## src/design/multi_channel_relay_timeout_timer_macros.svh

```systemverilog
// Assertion macros for the relay timeout timer.
`ifndef MULTI_CHANNEL_RELAY_TIMEOUT_TIMER_MACROS_SVH
`define MULTI_CHANNEL_RELAY_TIMEOUT_TIMER_MACROS_SVH

// Same-cycle implication.
`define MCRTT_ASSERT_IMP(name, clk, rst, ante, cons) \
   name: assert property (@(posedge clk) disable iff (rst) (ante) |-> (cons)) \
      else $error("mcrtt assertion failed");

// Next-cycle implication.
`define MCRTT_ASSERT_NXT(name, clk, rst, ante, cons) \
   name: assert property (@(posedge clk) disable iff (rst) (ante) |=> (cons)) \
      else $error("mcrtt assertion failed");

`endif

```

## src/design/mcrtt_pkg.sv

```systemverilog
// Package with types, codes and defaults for the relay timeout timer.
package mcrtt_pkg;

   localparam int CHANNELS_DEF = 4;
   localparam int CHANNELS_MAX = 8;

   localparam int OPCODE_W  = 2;
   localparam int CHANNEL_W = 3;
   localparam int REQ_DUR_W = 24;
   localparam int TIME_W    = 32;
   localparam int MASK_W    = 4;
   localparam int STATUS_W  = 2;
   localparam int CSR_IDX_W = 2;
   localparam int CSR_DATA_W = 32;

   localparam logic [OPCODE_W-1:0] OP_TICK     = 2'd0;
   localparam logic [OPCODE_W-1:0] OP_ON       = 2'd1;
   localparam logic [OPCODE_W-1:0] OP_OFF      = 2'd2;
   localparam logic [OPCODE_W-1:0] OP_ALL_STOP = 2'd3;

   localparam logic [STATUS_W-1:0] STATUS_OK       = 2'd0;
   localparam logic [STATUS_W-1:0] STATUS_BAD_CHAN = 2'd1;
   localparam logic [STATUS_W-1:0] STATUS_REJECTED = 2'd2;
   localparam logic [STATUS_W-1:0] STATUS_CAPPED   = 2'd3;

   localparam logic [CSR_IDX_W-1:0] REG_MAX_ON      = 2'd0;
   localparam logic [CSR_IDX_W-1:0] REG_MIN_LITERAL = 2'd1;
   localparam logic [CSR_IDX_W-1:0] REG_QUARTER     = 2'd2;

   localparam logic [TIME_W-1:0] ONE_HOUR_MS     = 32'd3600000;
   localparam logic [TIME_W-1:0] MAX_ON_RST      = ONE_HOUR_MS;
   localparam logic [TIME_W-1:0] MIN_LITERAL_RST = ONE_HOUR_MS / 12;
   localparam logic [TIME_W-1:0] QUARTER_RST     = ONE_HOUR_MS / 4;

   localparam logic [TIME_W-1:0] CODE_Q1_MIN  = 32'd15;
   localparam logic [TIME_W-1:0] CODE_Q2_MIN  = 32'd30;
   localparam logic [TIME_W-1:0] CODE_Q3_MIN  = 32'd45;
   localparam logic [TIME_W-1:0] CODE_FULL_MIN = 32'd60;
   localparam logic [TIME_W-1:0] CODE_Q1  = 32'd1;
   localparam logic [TIME_W-1:0] CODE_Q2  = 32'd2;
   localparam logic [TIME_W-1:0] CODE_Q3  = 32'd3;
   localparam logic [TIME_W-1:0] CODE_FULL = 32'd4;

   typedef enum logic [2:0] {
      ST_IDLE,
      ST_TICK,
      ST_ON_CAP,
      ST_ON_SEL,
      ST_ON_WR,
      ST_FINISH
   } state_type;

   typedef struct packed {
      logic [TIME_W-1:0] duration;
      logic [TIME_W-1:0] start;
   } entry_type;

endpackage

```

## src/design/multi_channel_relay_timeout_timer.sv

```systemverilog
// Relay timeout timer: per-channel on-timers kept in one entry memory.
//
// channel | ports                               | word
// req     | req_valid/req_stall                 | opcode, channel, duration, time
// rsp     | rsp_valid/rsp_stall                 | relay mask, status
// csr     | csr_wr_en/csr_index/csr_wr_data     | 32-bit register write
//
// Tick: one entry compared per cycle through one subtractor.
// On: cap, code decode with quarter product, then saturate and write back.
// Off, all-stop, bad channel: straight to the finish step. Results leave through one output register.
// Reset clears channel on bits at once; entries of channels that are off are read but ignored.
// A full output register holds the block in its last step until rsp_stall drops.
`include "multi_channel_relay_timeout_timer_macros.svh"

module multi_channel_relay_timeout_timer #(
   parameter int CHANNELS = mcrtt_pkg::CHANNELS_DEF
) (
   input  logic                              clock,
   input  logic                              reset,
   input  logic                              req_valid,
   output logic                              req_stall,
   input  logic [mcrtt_pkg::OPCODE_W-1:0]    req_opcode,
   input  logic [mcrtt_pkg::CHANNEL_W-1:0]   req_channel,
   input  logic [mcrtt_pkg::REQ_DUR_W-1:0]   req_duration_ms,
   input  logic [mcrtt_pkg::TIME_W-1:0]      req_now_ms,
   output logic                              rsp_valid,
   input  logic                              rsp_stall,
   output logic [mcrtt_pkg::MASK_W-1:0]      rsp_relay_mask,
   output logic [mcrtt_pkg::STATUS_W-1:0]    rsp_status,
   input  logic                              csr_wr_en,
   input  logic [mcrtt_pkg::CSR_IDX_W-1:0]   csr_index,
   input  logic [mcrtt_pkg::CSR_DATA_W-1:0]  csr_wr_data
);
   import mcrtt_pkg::*;

   localparam int CH_W = (CHANNELS > 1) ? $clog2(CHANNELS) : 1;
   localparam int PROD_W = TIME_W + 2;

   state_type state_ff, state_in;

   logic [TIME_W-1:0] max_on_ff, min_lit_ff, quarter_ff;

   logic [OPCODE_W-1:0]  op_ff;
   logic [CHANNEL_W-1:0] ch_ff;
   logic [REQ_DUR_W-1:0] dur_ff;
   logic [TIME_W-1:0]    now_ff;

   logic [TIME_W-1:0] t_ff, t_in;
   logic              capped_ff, capped_in;
   logic              lit_ff, lit_in;
   logic              rej_ff, rej_in;
   logic              full_ff, full_in;
   logic [PROD_W-1:0] prod_ff, prod_in;

   logic [CH_W-1:0]     idx_ff, idx_in;
   logic [CHANNELS-1:0] on_ff, on_in;
   logic [STATUS_W-1:0] status_ff, status_in;

   logic                rsp_valid_ff, rsp_valid_in;
   logic [MASK_W-1:0]   rsp_mask_ff;
   logic [STATUS_W-1:0] rsp_status_ff;
   logic [MASK_W-1:0]   mask_now;

   entry_type       mem [CHANNELS];
   entry_type       rd_data_ff;
   logic [CH_W-1:0] rd_addr;
   logic            wr_en;
   logic [CH_W-1:0] wr_addr;
   entry_type       wr_data;

   logic              req_take;
   logic              rsp_free;
   logic              ch_bad;
   logic              idx_last;
   logic [TIME_W-1:0] elapsed;
   logic [TIME_W-1:0] new_dur;

   assign req_take = req_valid && !req_stall;
   assign req_stall = (state_ff != ST_IDLE);
   assign rsp_free = !rsp_valid_ff || !rsp_stall;
   assign ch_bad = ({1'b0, req_channel} >= 4'(CHANNELS));
   assign idx_last = (idx_ff == CH_W'(CHANNELS - 1));
   assign elapsed = now_ff - rd_data_ff.start;

   assign rsp_valid = rsp_valid_ff;
   assign rsp_relay_mask = rsp_mask_ff;
   assign rsp_status = rsp_status_ff;

   for (genvar g = 0; g < MASK_W; g++) begin : g_mask
      if (g < CHANNELS) begin : g_on
         assign mask_now[g] = on_ff[g];
      end else begin : g_off
         assign mask_now[g] = 1'b0;
      end
   end

   // configuration registers
   always_ff @(posedge clock) begin
      if (reset) begin
         max_on_ff  <= MAX_ON_RST;
         min_lit_ff <= MIN_LITERAL_RST;
         quarter_ff <= QUARTER_RST;
      end else if (csr_wr_en) begin
         case (csr_index)
            REG_MAX_ON:      max_on_ff  <= csr_wr_data;
            REG_MIN_LITERAL: min_lit_ff <= csr_wr_data;
            REG_QUARTER:     quarter_ff <= csr_wr_data;
            default: ;
         endcase
      end
   end

   // next state
   always_comb begin
      state_in = state_ff;
      case (state_ff)
         ST_IDLE: begin
            if (req_take) begin
               if (req_opcode == OP_TICK) begin
                  state_in = ST_TICK;
               end else if (req_opcode == OP_ON && !ch_bad) begin
                  state_in = ST_ON_CAP;
               end else begin
                  state_in = ST_FINISH;
               end
            end
         end
         ST_TICK: begin
            if (idx_last) begin
               state_in = ST_FINISH;
            end
         end
         ST_ON_CAP: state_in = ST_ON_SEL;
         ST_ON_SEL: state_in = ST_ON_WR;
         ST_ON_WR:  state_in = ST_FINISH;
         ST_FINISH: begin
            if (rsp_free) begin
               state_in = ST_IDLE;
            end
         end
         default: state_in = ST_IDLE;
      endcase
   end

   // datapath and outputs
   always_comb begin
      t_in = t_ff;
      capped_in = capped_ff;
      lit_in = lit_ff;
      rej_in = rej_ff;
      full_in = full_ff;
      prod_in = prod_ff;
      idx_in = idx_ff;
      on_in = on_ff;
      status_in = status_ff;
      rsp_valid_in = rsp_valid_ff && rsp_stall;
      rd_addr = '0;
      wr_en = 1'b0;
      wr_addr = ch_ff[CH_W-1:0];
      new_dur = '0;
      wr_data.duration = new_dur;
      wr_data.start = now_ff;
      case (state_ff)
         ST_IDLE: begin
            idx_in = '0;
            status_in = STATUS_OK;
            if (req_take) begin
               if (req_opcode == OP_ALL_STOP) begin
                  on_in = '0;
               end else if (req_opcode != OP_TICK && ch_bad) begin
                  status_in = STATUS_BAD_CHAN;
               end else if (req_opcode == OP_OFF) begin
                  on_in[req_channel[CH_W-1:0]] = 1'b0;
               end
            end
         end
         ST_TICK: begin
            rd_addr = idx_last ? '0 : idx_ff + 1'b1;
            idx_in = idx_ff + 1'b1;
            if (on_ff[idx_ff] && elapsed >= rd_data_ff.duration) begin
               on_in[idx_ff] = 1'b0;
            end
         end
         ST_ON_CAP: begin
            capped_in = ({8'd0, dur_ff} > max_on_ff);
            t_in = capped_in ? max_on_ff : {8'd0, dur_ff};
         end
         ST_ON_SEL: begin
            lit_in = (t_ff >= min_lit_ff);
            rej_in = 1'b0;
            full_in = 1'b0;
            prod_in = '0;
            case (t_ff)
               CODE_Q1, CODE_Q1_MIN: prod_in = {2'b00, quarter_ff};
               CODE_Q2, CODE_Q2_MIN: prod_in = {1'b0, quarter_ff, 1'b0};
               CODE_Q3, CODE_Q3_MIN: prod_in = {2'b00, quarter_ff} + {1'b0, quarter_ff, 1'b0};
               CODE_FULL, CODE_FULL_MIN: full_in = 1'b1;
               default: rej_in = !lit_in;
            endcase
         end
         ST_ON_WR: begin
            if (lit_ff) begin
               new_dur = t_ff;
            end else if (full_ff || prod_ff > {2'b00, max_on_ff}) begin
               new_dur = max_on_ff;
            end else begin
               new_dur = prod_ff[TIME_W-1:0];
            end
            wr_data.duration = new_dur;
            status_in = capped_ff ? STATUS_CAPPED : STATUS_OK;
            if (rej_ff) begin
               status_in = STATUS_REJECTED;
            end else if (new_dur == '0) begin
               on_in[ch_ff[CH_W-1:0]] = 1'b0;
            end else begin
               wr_en = 1'b1;
               on_in[ch_ff[CH_W-1:0]] = 1'b1;
            end
         end
         ST_FINISH: begin
            if (rsp_free) begin
               rsp_valid_in = 1'b1;
            end
         end
         default: ;
      endcase
   end

   always_ff @(posedge clock) begin
      if (reset) begin
         state_ff <= ST_IDLE;
         on_ff <= '0;
         rsp_valid_ff <= 1'b0;
      end else begin
         state_ff <= state_in;
         on_ff <= on_in;
         rsp_valid_ff <= rsp_valid_in;
      end
   end

   always_ff @(posedge clock) begin
      if (req_take) begin
         op_ff <= req_opcode;
         ch_ff <= req_channel;
         dur_ff <= req_duration_ms;
         now_ff <= req_now_ms;
      end
      t_ff <= t_in;
      capped_ff <= capped_in;
      lit_ff <= lit_in;
      rej_ff <= rej_in;
      full_ff <= full_in;
      prod_ff <= prod_in;
      idx_ff <= idx_in;
      status_ff <= status_in;
      if (state_ff == ST_FINISH && rsp_free) begin
         rsp_mask_ff <= mask_now;
         rsp_status_ff <= status_ff;
      end
   end

   // entry memory
   always_ff @(posedge clock) begin
      if (wr_en) begin
         mem[wr_addr] <= wr_data;
      end
      rd_data_ff <= mem[rd_addr];
   end

   `MCRTT_ASSERT_IMP(a_write_only_on, clock, reset, wr_en, state_ff == ST_ON_WR && op_ff == OP_ON)
   `MCRTT_ASSERT_NXT(a_all_stop_clears, clock, reset, req_take && req_opcode == OP_ALL_STOP, on_ff == '0)
   `MCRTT_ASSERT_NXT(a_tick_never_sets, clock, reset, state_ff == ST_TICK, (on_ff & ~$past(on_ff)) == '0)
   `MCRTT_ASSERT_IMP(a_rsp_from_finish, clock, reset, $rose(rsp_valid_ff), $past(state_ff) == ST_FINISH)

endmodule
```

## config.mk

```make
export PLATFORM = sky130hd
export DESIGN_NAME = multi_channel_relay_timeout_timer
export DESIGN_NICKNAME = d
export VERILOG_FILES = /design/src/design/mcrtt_pkg.sv /design/src/design/multi_channel_relay_timeout_timer.sv
export VERILOG_INCLUDE_DIRS = /design/src /design/src/design
export SDC_FILE = /design/constraint.sdc
export NUM_CORES = 1
export LEC_CHECK = 0
export ABC_AREA = 1
export BUFFER_PORTS_ARGS = -buffer_cell sky130_fd_sc_hd__buf_2
export CORE_ASPECT_RATIO = 1.1
export CORE_UTILIZATION = 50
export CTS_CLUSTER_SIZE = 25
export DETAILED_ROUTE_END_ITERATION = 7
export PLACE_DENSITY = 0.67
export SLEW_MARGIN = 20
export SYNTH_ARGS = -nofsm -noshare
export SYNTH_HDL_FRONTEND = slang
export SYNTH_SLANG_ARGS = --single-unit
export TNS_END_PERCENT = 50
```

## constraint.sdc

```tcl
create_clock -name clock -period 9.49 [get_ports clock]
set_input_delay 1.4235 -clock clock [delete_from_list [all_inputs] [get_ports clock]]
set_output_delay 1.4235 -clock clock [all_outputs]
set_load 0.05 [all_outputs]
```

* Word level (Yosys, flattened, before mapping) *
Memories as Yosys holds them, arrays and structs flattened. A register that Yosys moved wholly into a read port is not among the register bits.
Index checks and enable logic that the tools add are counted.

storage, ports and cells
  bits of input ports = 100
  bits in writable memories = 256
  output and inout bits = 8
  flip-flop bits (word level) = 242
  word-level logic and storage cells = 148
  memories kept = 1

memories
  memory  depth  width  read ports  clocked after memory_dff  write ports  line                                     text
  mem     4      64     1           1                         1            multi_channel_relay_timeout_timer.sv:64  entry_type mem [CHANNELS];

operators by class
  order comparisons = 11
  equality and inequality tests = 26
  mux-type cells = 45
  $add $sub $neg = 3
  bitwise operators = 7
  reduce and logical (&&, ||, !) cells = 35

operator list
  cell                                                                    number
  32-bit two-way mux                                                      4
  34-bit one-hot mux with 3 select lines                                  1
  32-bit by 2-bit equality test with 1-bit output, second input constant  2
  32-bit by 6-bit equality test with 1-bit output, second input constant  2
  32-bit greater-or-equal comparator                                      2
  32-bit by 33-bit adder with 34-bit output                               1
  34-bit by 32-bit > comparator with 1-bit output                         1
  32-bit by 1-bit equality test with 1-bit output, second input constant  1
  32-bit by 3-bit equality test with 1-bit output, second input constant  1
  32-bit by 4-bit equality test with 1-bit output, second input constant  1
  32-bit by 5-bit equality test with 1-bit output, second input constant  1
  24-bit by 32-bit > comparator with 1-bit output                         1
  32-bit logical NOT                                                      1
  32-bit subtractor                                                       1
  4-bit two-way mux                                                       7
  24-bit two-way mux                                                      1
  3-bit one-hot mux with 6 select lines                                   1
  1-bit two-way mux                                                       15
  3-bit two-way mux                                                       5
  4-bit bitwise AND                                                       3
  4-bit NOT                                                               3
  4-bit one-hot mux with 3 select lines                                   1
  2-bit inequality test, second input constant                            5
  1-bit logical AND                                                       9
  other kinds (26)                                                        57

* Depth between registers and ports, before layout *
Gate-level depths: netlist (run 1).

  depth after elaboration = 11
  depth in mapped cells = 29

* Worst setup path after synthesis (run 1) *
OpenSTA, ideal clock, no wires.

  kind = register -> register
  from = register max_on_ff[25]
  to = memory mem[2][0] (netlist name), enable pin
  data required time = 8.925 ns
  slack = 2.342 ns
  stages on the path, launching flop included = 25
  arrival time = 6.583 ns
  path buffers = 1
  setup time = 0.565 ns
  path through = dfxtp_1 > inv_1 > ha_1 > a21o_1 > nor2_1 > nand2_1 > nand2_1 > nand2_1 > nor2_1 > nand2_2 > nand2_4 > nand2_8 > buf_8 > nand2_1 > nand3_1 > nand2_1 > inv_2 > nand2_2 > nor2_2 > nand2_2 > nor2_2 > and2_4 > nor2_2 > nand2_2 > nor3_1

between the ends
  cells in the longest elaborated chain, start to end = 11

RTL lines
  element                                          line                                      text
  start: declaration                               multi_channel_relay_timeout_timer.sv:41   logic [TIME_W-1:0] max_on_ff, min_lit_ff, quarter_ff;
  start signal: assignment                         multi_channel_relay_timeout_timer.sv:105  REG_MAX_ON: max_on_ff <= csr_wr_data;
  34-bit by 32-bit > comparator with 1-bit output  multi_channel_relay_timeout_timer.sv:204  end else if (full_ff || prod_ff > {2'b00, max_on_ff}) begin
  1-bit logical OR                                 multi_channel_relay_timeout_timer.sv:204
  32-bit two-way mux (*)                           multi_channel_relay_timeout_timer.sv:204
  32-bit two-way mux (*)                           multi_channel_relay_timeout_timer.sv:202  if (lit_ff) begin
  32-bit two-way mux (*)                           multi_channel_relay_timeout_timer.sv:163  case (state_ff)
  32-bit logical NOT (*)                           multi_channel_relay_timeout_timer.sv:213  end else if (new_dur == '0) begin
  1-bit two-way mux (*)                            multi_channel_relay_timeout_timer.sv:213
  1-bit two-way mux (*)                            multi_channel_relay_timeout_timer.sv:211  if (rej_ff) begin
  1-bit two-way mux (*)                            multi_channel_relay_timeout_timer.sv:163
  1-bit two-way mux (*)                            multi_channel_relay_timeout_timer.sv:264  if (wr_en) begin
  1-bit two-way mux (implied by the code) (*)      multi_channel_relay_timeout_timer.sv:265  mem[wr_addr] <= wr_data;
  end: declaration                                 multi_channel_relay_timeout_timer.sv:64

Every way passes the cells marked *; elsewhere a longest branch is shown, timed or not. The select of a mux whose other input is x is not followed.

* Final worst setup path (run 1) *
  from = register now_ff[2]
  to = register on_ff[3], in the netlist mask_now[3]

between the ends
  cells in the longest elaborated chain, start to end = 5

RTL lines
  element                             line                                      text
  start: declaration                  multi_channel_relay_timeout_timer.sv:46   logic [TIME_W-1:0] now_ff;
  start signal: assignment            multi_channel_relay_timeout_timer.sv:246  now_ff <= req_now_ms;
  32-bit subtractor                   multi_channel_relay_timeout_timer.sv:83   assign elapsed = now_ff - rd_data_ff.start;
  32-bit greater-or-equal comparator  multi_channel_relay_timeout_timer.sv:180  if (on_ff[idx_ff] && elapsed >= rd_data_ff.duration) begin
  1-bit logical AND                   multi_channel_relay_timeout_timer.sv:180
  2-bit inequality test (no line)     -
  6-bit AND reduction (no line)       -
  end signal: assignment              multi_channel_relay_timeout_timer.sv:236  on_ff <= on_in;
  end: declaration                    multi_channel_relay_timeout_timer.sv:56   logic [CHANNELS-1:0] on_ff, on_in;

Every way passes these cells.
A chain may end at the register's enable or synchronous reset.

==> flow_metrics.env, run 1 <==
export IMPL_status="finished, final reports clean"
export IMPL_worstSetupPathType="reg2reg"
export IMPL_initial_utilization=0.506
export IMPL_critPathRequiredTime_ps=10000
export IMPL_powerDensity_nw_per_um2=264
export IMPL_drt_wirelength_per_cell_um=17.5
export IMPL_arrival_ps=5780
export IMPL_dp_hpwl_mm=44.2
export IMPL_dieWidth_um=224
export IMPL_portBuffers=107
export IMPL_peakVddDrop_v=0.000178
export IMPL_postRouteAntennaNets=0
export IMPL_synth_area_sq_um=27100
export IMPL_fin_hold_ws_ps=420
export IMPL_core_area_sq_um=53700
export IMPL_grt_pass1_vias=19300
export IMPL_hold_class="reg2reg"
export IMPL_drv_cap=0
export IMPL_ctsRootBufferMaster="clkbuf_16"
export IMPL_whs_path_depth=0
export IMPL_drtIter0Drc=1169
export IMPL_min_from="status_ff[1]$_SDFFCE_PN0P_"
export IMPL_drt_wl_total_mm=63.4
export IMPL_grt_max_degree=101
export IMPL_power_total_mw=8.05
export IMPL_fin_util=0.567
export IMPL_clock_sinks=562
export IMPL_ys_ff_latch=562
export IMPL_finalHoldViolCount=0
export IMPL_crit_path_end_kind="register"
export IMPL_fin_ws_ps=4220
export IMPL_hold_buffers=0
export IMPL_fin_skew_ps=21.6
export IMPL_r2r_worst_path_cells=27
export IMPL_cp_start_kind="register"
export IMPL_rsz0062_at_grt="no"
export IMPL_drc=0
export IMPL_worst_path_max_fanout=5
export IMPL_r2r_setup_slack_ps=4220
export IMPL_cts_resized=0
export IMPL_cts_setup_buffers=0
export IMPL_num_rows=89
export IMPL_yosysWarnings=0
export IMPL_reg2reg_to="mask_now[3]$_SDFFE_PP0P_"
export IMPL_clk_pin_slew_ps=60
export IMPL_die_y_um=246
export IMPL_drt_pass1_iter_count=5
export IMPL_max_freq_mhz=190
export IMPL_placement_setup_worst_slack_ps=4070
export IMPL_worst_slew_pin_slew_ps=987
export IMPL_num_vias=19800
export IMPL_avgSynthCellArea_sq_um=9.83
export IMPL_cellLeakagePower_nw=12.4
export IMPL_dieArea_sq_um=55200
export IMPL_htree_levels=2
export IMPL_synth_seq_area_share=0.560
export IMPL_r2r_start="now_ff[2]$_DFFE_PP_"
export IMPL_num_io_pins=108
export IMPL_final_setup_viol_count=0
export IMPL_place_congestion=0.882
export IMPL_syn_inst=2760
export IMPL_antenna_found_initial=0
export IMPL_insertion_delay_ps=620
export IMPL_cts_tree="done"
export IMPL_final_max_slew_violation_count=0
export IMPL_worst_slew_margin_rel=0.342
export IMPL_finalCritPeriodShare=0.556
export IMPL_grt_pass1_wl_mm=101
export IMPL_synth_cell_type_count=54
export IMPL_syn2layout_area_growth_pct=12.1
export IMPL_nets=3141
export IMPL_fin_setup_tns_ps=0
export IMPL_n_antenna_cell=0
export IMPL_numCtsBuffers=56
export IMPL_min_to="rsp_status[1]$_DFFE_PP_"
export IMPL_grt_use_total=0.232
export IMPL_grt_ovfl_total=0
export IMPL_fin_crit_ps=5270
export IMPL_cts_buffer_depth=3
export IMPL_fill_cells=4677
export IMPL_viasPerCell=5.45
export IMPL_drive_gt1_frac=0.103
-- critical path: stages, from the launching register on --
cell	delay, ps
edfxtp_1	450
ha_1	380
a21oi_1	170
nand2_1	110
a21oi_2	180
o21ai_1	110
a21boi_1	290
o21ai_2	170
a21oi_2	290
o21ai_2	160
a21oi_2	220
o21ai_1	150
a21oi_1	180
xnor2_1	110
ha_1	300
nand2_1	70
nor2_1	170
nand4_1	100
a21oi_1	190
nor2_1	90
o21ai_0	520
nand2_1	140
nand2_1	100
nand2_1	120
inv_1	140
nand4_1	120
nand2_1	90
inv_1	40
-- Yosys cell counts, drive strengths merged --
cell type	number	area [sq um]
xor2	23	201
edfxtp	394	11800
or2	13	81.3
a31oi	12	75.1
a221oi	3	26.3
a211oi	12	90.1
nor2	338	1290
fa	2	40.0
clkbuf	92	345
nor3	22	115
ha	187	2340
o221a	2	22.5
xnor2	9	78.8
nand4	18	113
inv	337	1260
o21bai	3	22.5
nand3	90	470
a21oi	217	1100
a32oi	1	8.76
a21boi	5	37.5
o211ai	39	293
dfxtp	168	3360
o21ai	221	1120
o221ai	30	263
clkinv	1	3.75
o2111ai	2	17.5
conb	1	3.75
o31ai	2	15.0
nor4	14	87.6
a22oi	1	7.51
and2	1	8.76
o21a	3	22.5
nand2	387	1490
a21o	8	60.1
a31o	1	8.76
o22ai	6	37.5
o32ai	65	569
buf	13	92.6
nand3b	17	128
-- power breakdown --
part           switching [mW]  internal, mW  leakage [nW]  total, mW
clock                   0.950          1.38         0.968       2.33
combinational            1.62         0.887          6.50       2.51
sequential              0.165          3.04          4.97       3.21
-- registers in the layout (all words and copies together), names as in the netlist, 3 cells and up --
name	flops
mem	256
rd_data_ff	64
prod_ff	34
max_on_ff	32
min_lit_ff	32
now_ff	32
quarter_ff	32
t_ff	32
dur_ff	24
mask_now	4
rsp_relay_mask	4
state_ff	3
-- placed cells by master, fill, tap and decap left out, types with 9 or more instances in the layout --
cell,count
clkinv_2,17
buf_2,107
dfxtp_1,168
o211ai_1,39
edfxtp_1,394
nor3_1,16
a21oi_1,214
a211oi_1,12
or2_2,13
nand3_1,86
clkbuf_8,9
xnor2_1,9
nand2_1,378
o32ai_1,65
o21ai_0,211
o221ai_1,30
nand3b_1,17
nor2_1,327
a31oi_1,12
xor2_1,23
inv_2,15
nand4_1,18
inv_1,321
ha_1,187
clkbuf_16,56
nor4_1,14
clkbuf_1,9
buf_4,23
-- layout make-up --
cell class / count / area, sq um / share of cell area
tap: 728 / 911 / 0.0299
sequential: 562 / 15200 / 0.499
clock buffer: 74 / 1560 / 0.0512
timing repair buffer: 132 / 756 / 0.0248
multi-input combinational: 1762 / 10300 / 0.339
inverter: 338 / 1270 / 0.0418
clock inverter: 32 / 408 / 0.0134
-- cell families (layout without fill, tap and decap cells) --
group | count (synthesis) | in the layout | synth area share
compound gates | 633 | 633 | 0.140
simple gates | 900 | 900 | 0.139
other cells | 1 | 8 | 0.000138
fa+ha+maj | 189 | 189 | 0.0877
flops | 562 | 562 | 0.560
buf+inv | 443 | 576 | 0.0629
xor+xnor | 32 | 32 | 0.0103
-- metal layers --
layer | part of all wire | GRT usage | wire length, um
met4 | 0.028 | 0.0798 | 1800
met3 | 0.041 | 0.0239 | 2630
met1 | 0.44 | 0.302 | 28000
met2 | 0.49 | 0.404 | 30900
met5 | 0 | 0 | 0
-- through the flow --
step	cell area, sq um	instances
after detailed placement	28400	3520
after global placement	28400	3520
after floorplan	27200	2767
final	30400	3628
after CTS	30400	3626
after global routing	30400	3628
-- worst max path at each step --
stage / from / endpoint / cells past startpoint
after floorplan: max_on_ff[25]$_SDFFE_PP0P_ / mem[2][0]$_DFFE_PP_ / 24
after global placement: now_ff[2]$_DFFE_PP_ / mask_now[3]$_SDFFE_PP0P_ / 27
after detailed placement: now_ff[2]$_DFFE_PP_ / mask_now[3]$_SDFFE_PP0P_ / 27
after CTS: now_ff[2]$_DFFE_PP_ / mask_now[3]$_SDFFE_PP0P_ / 27
after global routing: now_ff[2]$_DFFE_PP_ / mask_now[3]$_SDFFE_PP0P_ / 27
final: now_ff[2]$_DFFE_PP_ / mask_now[3]$_SDFFE_PP0P_ / 27
Power figures use the tool's default switching activity.
==> inputs of run 2 (changes only) <==
--- a/config.mk
+++ b/config.mk
@@ -12,7 +12,7 @@
 export CORE_UTILIZATION = 50
 export CTS_CLUSTER_SIZE = 25
 export DETAILED_ROUTE_END_ITERATION = 7
-export PLACE_DENSITY = 0.67
+export PLACE_DENSITY = 0.69
 export SLEW_MARGIN = 20
 export SYNTH_ARGS = -nofsm -noshare
 export SYNTH_HDL_FRONTEND = slang
==> constraint.sdc (replaced) <==
create_clock -name clock -period 4.59 [get_ports clock]
set_input_delay 0.6885 -clock clock [delete_from_list [all_inputs] [get_ports clock]]
set_output_delay 0.6885 -clock clock [all_outputs]
set_load 0.05 [all_outputs]
==> flow_metrics.env, run 2 (synthesis results as in run 1) <==
export IMPL_status="finished, final reports clean"
export IMPL_grt_use_total=0.229
export IMPL_drc=0
export IMPL_clk_pin_slew_ps=60
export IMPL_grt_max_degree=107
export IMPL_num_vias=19900
export IMPL_crit_top_cell="nand2_1"
export IMPL_num_rows=89
export IMPL_dieArea_sq_um=55200
export IMPL_combPwrFrac=0.327
export IMPL_top_register="mem"
export IMPL_initial_utilization=0.506
export IMPL_cp_start_kind="register"
export IMPL_fin_ws_ps=406
export IMPL_rsz0062_at_grt="no"
export IMPL_num_io_pins=108
export IMPL_crit_path_end_kind="register"
export IMPL_insertion_delay_ps=610
export IMPL_largestRegisters="mem x256, rd_data_ff x64, prod_ff x34"
export IMPL_fin_setup_tns_ps=0
export IMPL_worst_path_max_fanout=5
export IMPL_worst_slew_margin_rel=0.244
export IMPL_antenna_found_initial=0
export IMPL_pwr_share_clk=0.274
export IMPL_htree_levels=2
export IMPL_place_congestion=0.929
export IMPL_timing_critical_path_slowest_cell_delay_ps=460
export IMPL_fin_skew_ps=15.3
export IMPL_n_antenna_cell=0
export IMPL_grt_pass1_vias=19400
export IMPL_swShare=0.344
export IMPL_drt_wirelength_per_cell_um=17.3
export IMPL_viasPerCell=5.48
export IMPL_hold_buffers=0
export IMPL_clock_sinks=562
export IMPL_arrival_ps=4720
export IMPL_cts_tree="done"
export IMPL_placement_setup_worst_slack_ps=89.9
export IMPL_final_cell_mix="394 x edfxtp_1, 379 x nand2_1, 327 x nor2_1, 320 x inv_1, 213 x a21oi_1"
export IMPL_finalCritPeriodShare=0.912
export IMPL_powerDensity_nw_per_um2=544
export IMPL_cts_buffer_depth=3
export IMPL_cellLeakagePower_nw=12.4
export IMPL_nets=3153
export IMPL_grt_pass1_wl_mm=100
export IMPL_largest_reg_flops=256
export IMPL_power_frac_seq=0.399
export IMPL_worstSetupPathType="reg2reg"
export IMPL_dp_hpwl_mm=42.7
export IMPL_drt_pass1_iter_count=6
export IMPL_drt_wl_total_mm=62.9
export IMPL_p_int_mw=10.9
export IMPL_postRouteAntennaNets=0
export IMPL_hold_class="in2reg"
export IMPL_drv_cap=0
export IMPL_drtIter0Drc=1181
export IMPL_core_area_sq_um=53700
export IMPL_dieWidth_um=224
export IMPL_critPathRequiredTime_ps=5130
export IMPL_final_setup_viol_count=0
export IMPL_syn2layout_area_growth_pct=12.6
export IMPL_portBuffers=107
export IMPL_drive_gt1_frac=0.106
export IMPL_numCtsBuffers=56
export IMPL_fin_crit_ps=4180
export IMPL_die_y_um=246
export IMPL_peakVddDrop_v=0.000357
export IMPL_max_freq_mhz=239
export IMPL_final_max_slew_violation_count=0
export IMPL_ctsRootBufferMaster="clkbuf_16"
export IMPL_worst_slew_pin_slew_ps=1130
export IMPL_finalHoldViolCount=0
export IMPL_p_sw_mw=5.73
export IMPL_final_common_cell="edfxtp_1"
export IMPL_slowest_stage="edfxtp_1"
export IMPL_grt_ovfl_total=0
run 2: cell count changes in the layout (fill, tap and decap cells not counted), sizes merged:
| cell | before | now |
|---|---|---|
| clkinvlp | 3 | 5 |
| buf | 132 | 144 |
| clkbuf | 74 | 69 |
| clkinv | 23 | 27 |
| bufinv | 8 | 6 |
run 2: area by class of cell:
cell class | count | area [sq um]
clock buffer | 69 | 1480
clock inverter | 36 | 353
fill | 4571 | 23100
inverter | 338 | 1270
multi-input combinational | 1762 | 10400
sequential | 562 | 15200
tap | 728 | 911
timing repair buffer | 144 | 933
run 2: worst paths after layout:
check | end | slack, ps | cells past startpoint | from
worst max register to register | mask_now[2]$_SDFFE_PP0P_ | 410 | 27 | now_ff[2]$_DFFE_PP_
worst max-delay path | mask_now[2]$_SDFFE_PP0P_ | 410 | 27 | now_ff[2]$_DFFE_PP_
worst min-delay path | now_ff[7]$_DFFE_PP_ | 250 | 1 | req_now_ms[7]
worst min register to register | rsp_status[0]$_DFFE_PP_ | 420 | 0 | status_ff[0]$_DFFE_PP_
run 2: metal layers:
layer  GRT usage  routed length [um]  vias to the layer above
met1       0.295               27100                     9420
met2       0.394               30400                      535
met4      0.0856                2270                        0
li1            -                   -                     9841
met5           0                   0                        -
met3      0.0308                3100                      128
run 2: critical path: cells and delay by family, from the launching register on:
kind | cells | cell delay (ps)
AO/OA/AOI/OAI | 14 | 2010
AND/OR/NAND/NOR | 8 | 700
adder cells (fa/ha/maj) | 2 | 580
flip-flops | 1 | 460
buffers and inverters | 2 | 270
XOR/XNOR | 1 | 90
run 2: stage by stage:
stage	area [sq um]	util	hold WS, ps	instances	power (mW)
floorplan	27200	-	400	2767	10.5
global placement	28500	0.532	410	3524	11.8
detailed placement	28500	0.532	406	3524	12.0
CTS	30400	0.566	220	3629	16.6
global route	30600	0.569	223	3639	17.7
finish	30600	0.569	255	3639	16.6
run 2: power by group through the flow:
stage | logic, mW | registers [mW] | clock network (mW)
floorplan | 3.85 | 6.63 | 0
global placement | 5.11 | 6.71 | 0
detailed placement | 5.29 | 6.73 | 0
CTS | 5.33 | 6.63 | 4.63
global route | 6.17 | 6.69 | 4.84
finish | 5.44 | 6.63 | 4.56
run 2: what timing repair did:
action | in CTS | in global routing
gates resized for setup | 0 | 16
setup buffers | 0 | 8
endpoints found under the setup margin | 0 | 4
==> inputs of run 3 (changes only) <==
--- a/config.mk
+++ b/config.mk
@@ -6,7 +6,7 @@
 export SDC_FILE = /design/constraint.sdc
 export NUM_CORES = 1
 export LEC_CHECK = 0
-export ABC_AREA = 1
+export ABC_AREA = 0
 export BUFFER_PORTS_ARGS = -buffer_cell sky130_fd_sc_hd__buf_2
 export CORE_ASPECT_RATIO = 1.1
 export CORE_UTILIZATION = 50
==> constraint.sdc (replaced) <==
create_clock -name clock -period 4.59 [get_ports clock]
set_input_delay 0.459 -clock clock [delete_from_list [all_inputs] [get_ports clock]]
set_output_delay 0.459 -clock clock [all_outputs]
set_load 0.05 [all_outputs]
==> flow_metrics.env, run 3 <==
export IMPL_initial_utilization=0.509
export IMPL_syn_inst=2215
export IMPL_clock_sinks=562
export IMPL_grt_pass1_vias=19300
export IMPL_synth_common_cells="394 x edfxtp_1, 209 x nand2_1, 187 x ha_1"
export IMPL_numCtsBuffers=58
export IMPL_yosys_top_cells_area="edfxtp_1 44%, dfxtp_1 13%, ha_1 8.7%"
export IMPL_largestRegisters="mem x256, rd_data_ff x64, prod_ff x34"
export IMPL_worst_slew_pin_slew_ps=1050
export IMPL_fin_crit_ps=4820
export IMPL_worst_slew_margin_rel=0.295
export IMPL_yosys_area_top_type="edfxtp_1"
export IMPL_avgSynthCellArea_sq_um=12.1
export IMPL_place_congestion=0.926
export IMPL_final_common_cell="edfxtp_1"
export IMPL_top_register="mem"
export IMPL_drive_gt1_frac=0.203
export IMPL_violations="setup timing"
export IMPL_powerDensity_nw_per_um2=485
export IMPL_fill_cells=4165
export IMPL_die_y_um=245
export IMPL_clk_pin_slew_ps=70
export IMPL_grt_ovfl_total=0
export IMPL_dieArea_sq_um=54600
export IMPL_drt_pass1_iter_count=8
export IMPL_core_area_sq_um=52700
export IMPL_synth_edf_count=394
export IMPL_placed_cells=3098
export IMPL_instances_no_fill=3255
export IMPL_fin_skew_ps=23.9
export IMPL_nets=2820
export IMPL_cts_buffer_depth=3
export IMPL_final_cell_mix="394 x edfxtp_1, 208 x nand2_1, 185 x ha_1, 168 x a21oi_1, 168 x dfxtp_1"
export IMPL_cp_start_kind="register"
export IMPL_drv_cap=0
export IMPL_dp_hpwl_mm=50.6
export IMPL_max_freq_mhz=207
export IMPL_drt_wirelength_per_cell_um=21.7
export IMPL_syn2layout_area_growth_pct=19.0
export IMPL_viasPerCell=5.78
export IMPL_final_max_slew_violation_count=0
export IMPL_portBuffers=107
export IMPL_num_rows=88
export IMPL_finalHoldViolCount=0
export IMPL_largest_reg_flops=256
export IMPL_num_vias=18800
export IMPL_grt_use_total=0.260
export IMPL_grt_max_degree=65
export IMPL_arrival_ps=5360
export IMPL_finalCritPeriodShare=1.05
export IMPL_postRouteAntennaNets=0
export IMPL_antenna_found_initial=0
export IMPL_rsz0062_at_grt="yes"
export IMPL_num_io_pins=108
export IMPL_drtIter0Drc=1230
export IMPL_synth_top_area_share=0.441
export IMPL_fin_hold_ws_ps=31.6
export IMPL_htree_levels=2
export IMPL_worst_path_max_fanout=5
export IMPL_cellLeakagePower_nw=12.6
export IMPL_fin_util=0.606
export IMPL_synth_flop_cell="edfxtp_1"
export IMPL_yosysWarnings=0
export IMPL_fin_ws_ps=-230
export IMPL_async_flop_share=0
export IMPL_synth_most_common_cell="edfxtp_1"
export IMPL_dieWidth_um=223
export IMPL_fin_setup_tns_ps=-819
export IMPL_worstSetupPathType="reg2reg"
export IMPL_critPathRequiredTime_ps=5130
export IMPL_cts_tree="done"
export IMPL_peakVddDrop_v=0.000291
export IMPL_drc=0
export IMPL_synth_area_sq_um=26900
export IMPL_synth_seq_area_share=0.566
export IMPL_synth_cell_type_count=80
export IMPL_ctsRootBufferMaster="clkbuf_16"
export IMPL_grt_pass1_wl_mm=109
export IMPL_drt_wl_total_mm=70.7
export IMPL_n_antenna_cell=0
export IMPL_hold_class="in2reg"
export IMPL_crit_path_end_kind="register"
export IMPL_final_setup_viol_count=4
export IMPL_ys_ff_latch=562
export IMPL_insertion_delay_ps=630
export IMPL_status="finished with violations"
export IMPL_placement_setup_worst_slack_ps=-811
[run 3: area by class of cell]
class,instances,area (sq um),area share
clock buffer,80,1630,0.0509
clock inverter,29,263,0.00822
inverter,162,608,0.0190
multi-input combinational,1423,11000,0.344
sequential,562,15200,0.475
tap,675,845,0.0264
timing repair buffer,324,2430,0.0759
[run 3: through the flow]
stage                     total power [mW]  area [sq um]
after floorplan                       9.04         26900
after global placement                10.4         29400
after detailed placement              10.5         29400
after CTS                             15.5         31900
after global routing                  16.3         32000
final                                 15.5         32000
[run 3: kinds of logic (layout without fill, tap and decap cells)]
logic type | after synthesis | count (layout) | share of synthesized area
AO/OA/AOI/OAI | 525 | 525 | 0.129
adder cells (fa/ha/maj) | 189 | 189 | 0.0886
other | 1 | 8 | 0.000140
AND/OR/NAND/NOR | 545 | 545 | 0.0959
buffers and inverters | 237 | 595 | 0.0337
multiplexers | 104 | 104 | 0.0702
flip-flops | 562 | 562 | 0.566
XOR/XNOR | 52 | 52 | 0.0170
[run 3: critical path: stages, from the launching register on]
cell	delay, ps
edfxtp_1	430
ha_4	290
o21a_1	120
o31a_1	240
o31ai_4	80
or4_4	490
a41o_1	290
a21oi_2	180
a21o_1	190
o21a_1	130
o21a_1	130
nor2_1	50
xnor2_1	130
ha_1	310
a21o_1	160
a21o_1	150
a21o_1	150
a21o_1	160
a21oi_2	130
o21ai_2	90
buf_4	140
o311ai_4	250
buf_6	200
o41ai_2	70
o21ai_1	170
[run 3: final timing paths]
| check | from | endpoint | depth (start not counted) | slack, ps |
|---|---|---|---|---|
| max reg2reg | now_ff[3]$_DFFE_PP_ | mask_now[1]$_SDFFE_PP0P_ | 24 | -230 |
| min reg2reg | status_ff[0]$_DFFE_PP_ | rsp_status[0]$_DFFE_PP_ | 0 | 420 |
| min | req_now_ms[21] | now_ff[21]$_DFFE_PP_ | 1 | 30 |
| max | now_ff[3]$_DFFE_PP_ | mask_now[1]$_SDFFE_PP0P_ | 24 | -230 |
[run 3: per-layer routing]
| metal | part of all wire | GRT usage | vias to the layer above |
|---|---|---|---|
| met1 | 0.41 | 0.320 | 9253 |
| li1 | - | - | 8929 |
| met2 | 0.50 | 0.458 | 485 |
| met3 | 0.041 | 0.0309 | 147 |
| met5 | 0 | 0 | - |
| met4 | 0.046 | 0.115 | 0 |
[run 3: report_power, final]
part | internal (mW) | leakage, nW | switching [mW]
combinational | 2.17 | 6.58 | 2.45
clock | 2.65 | 0.915 | 2.00
sequential | 5.96 | 5.13 | 0.260
[run 3: repair_timing]
action                     4_1_cts  5_1_grt
hold buffers                    36        1
pin swaps                       44       13
resized for setup               34        4
hold endpoints to repair        36        1
setup endpoints to repair      115      187
setup buffers                   11        1
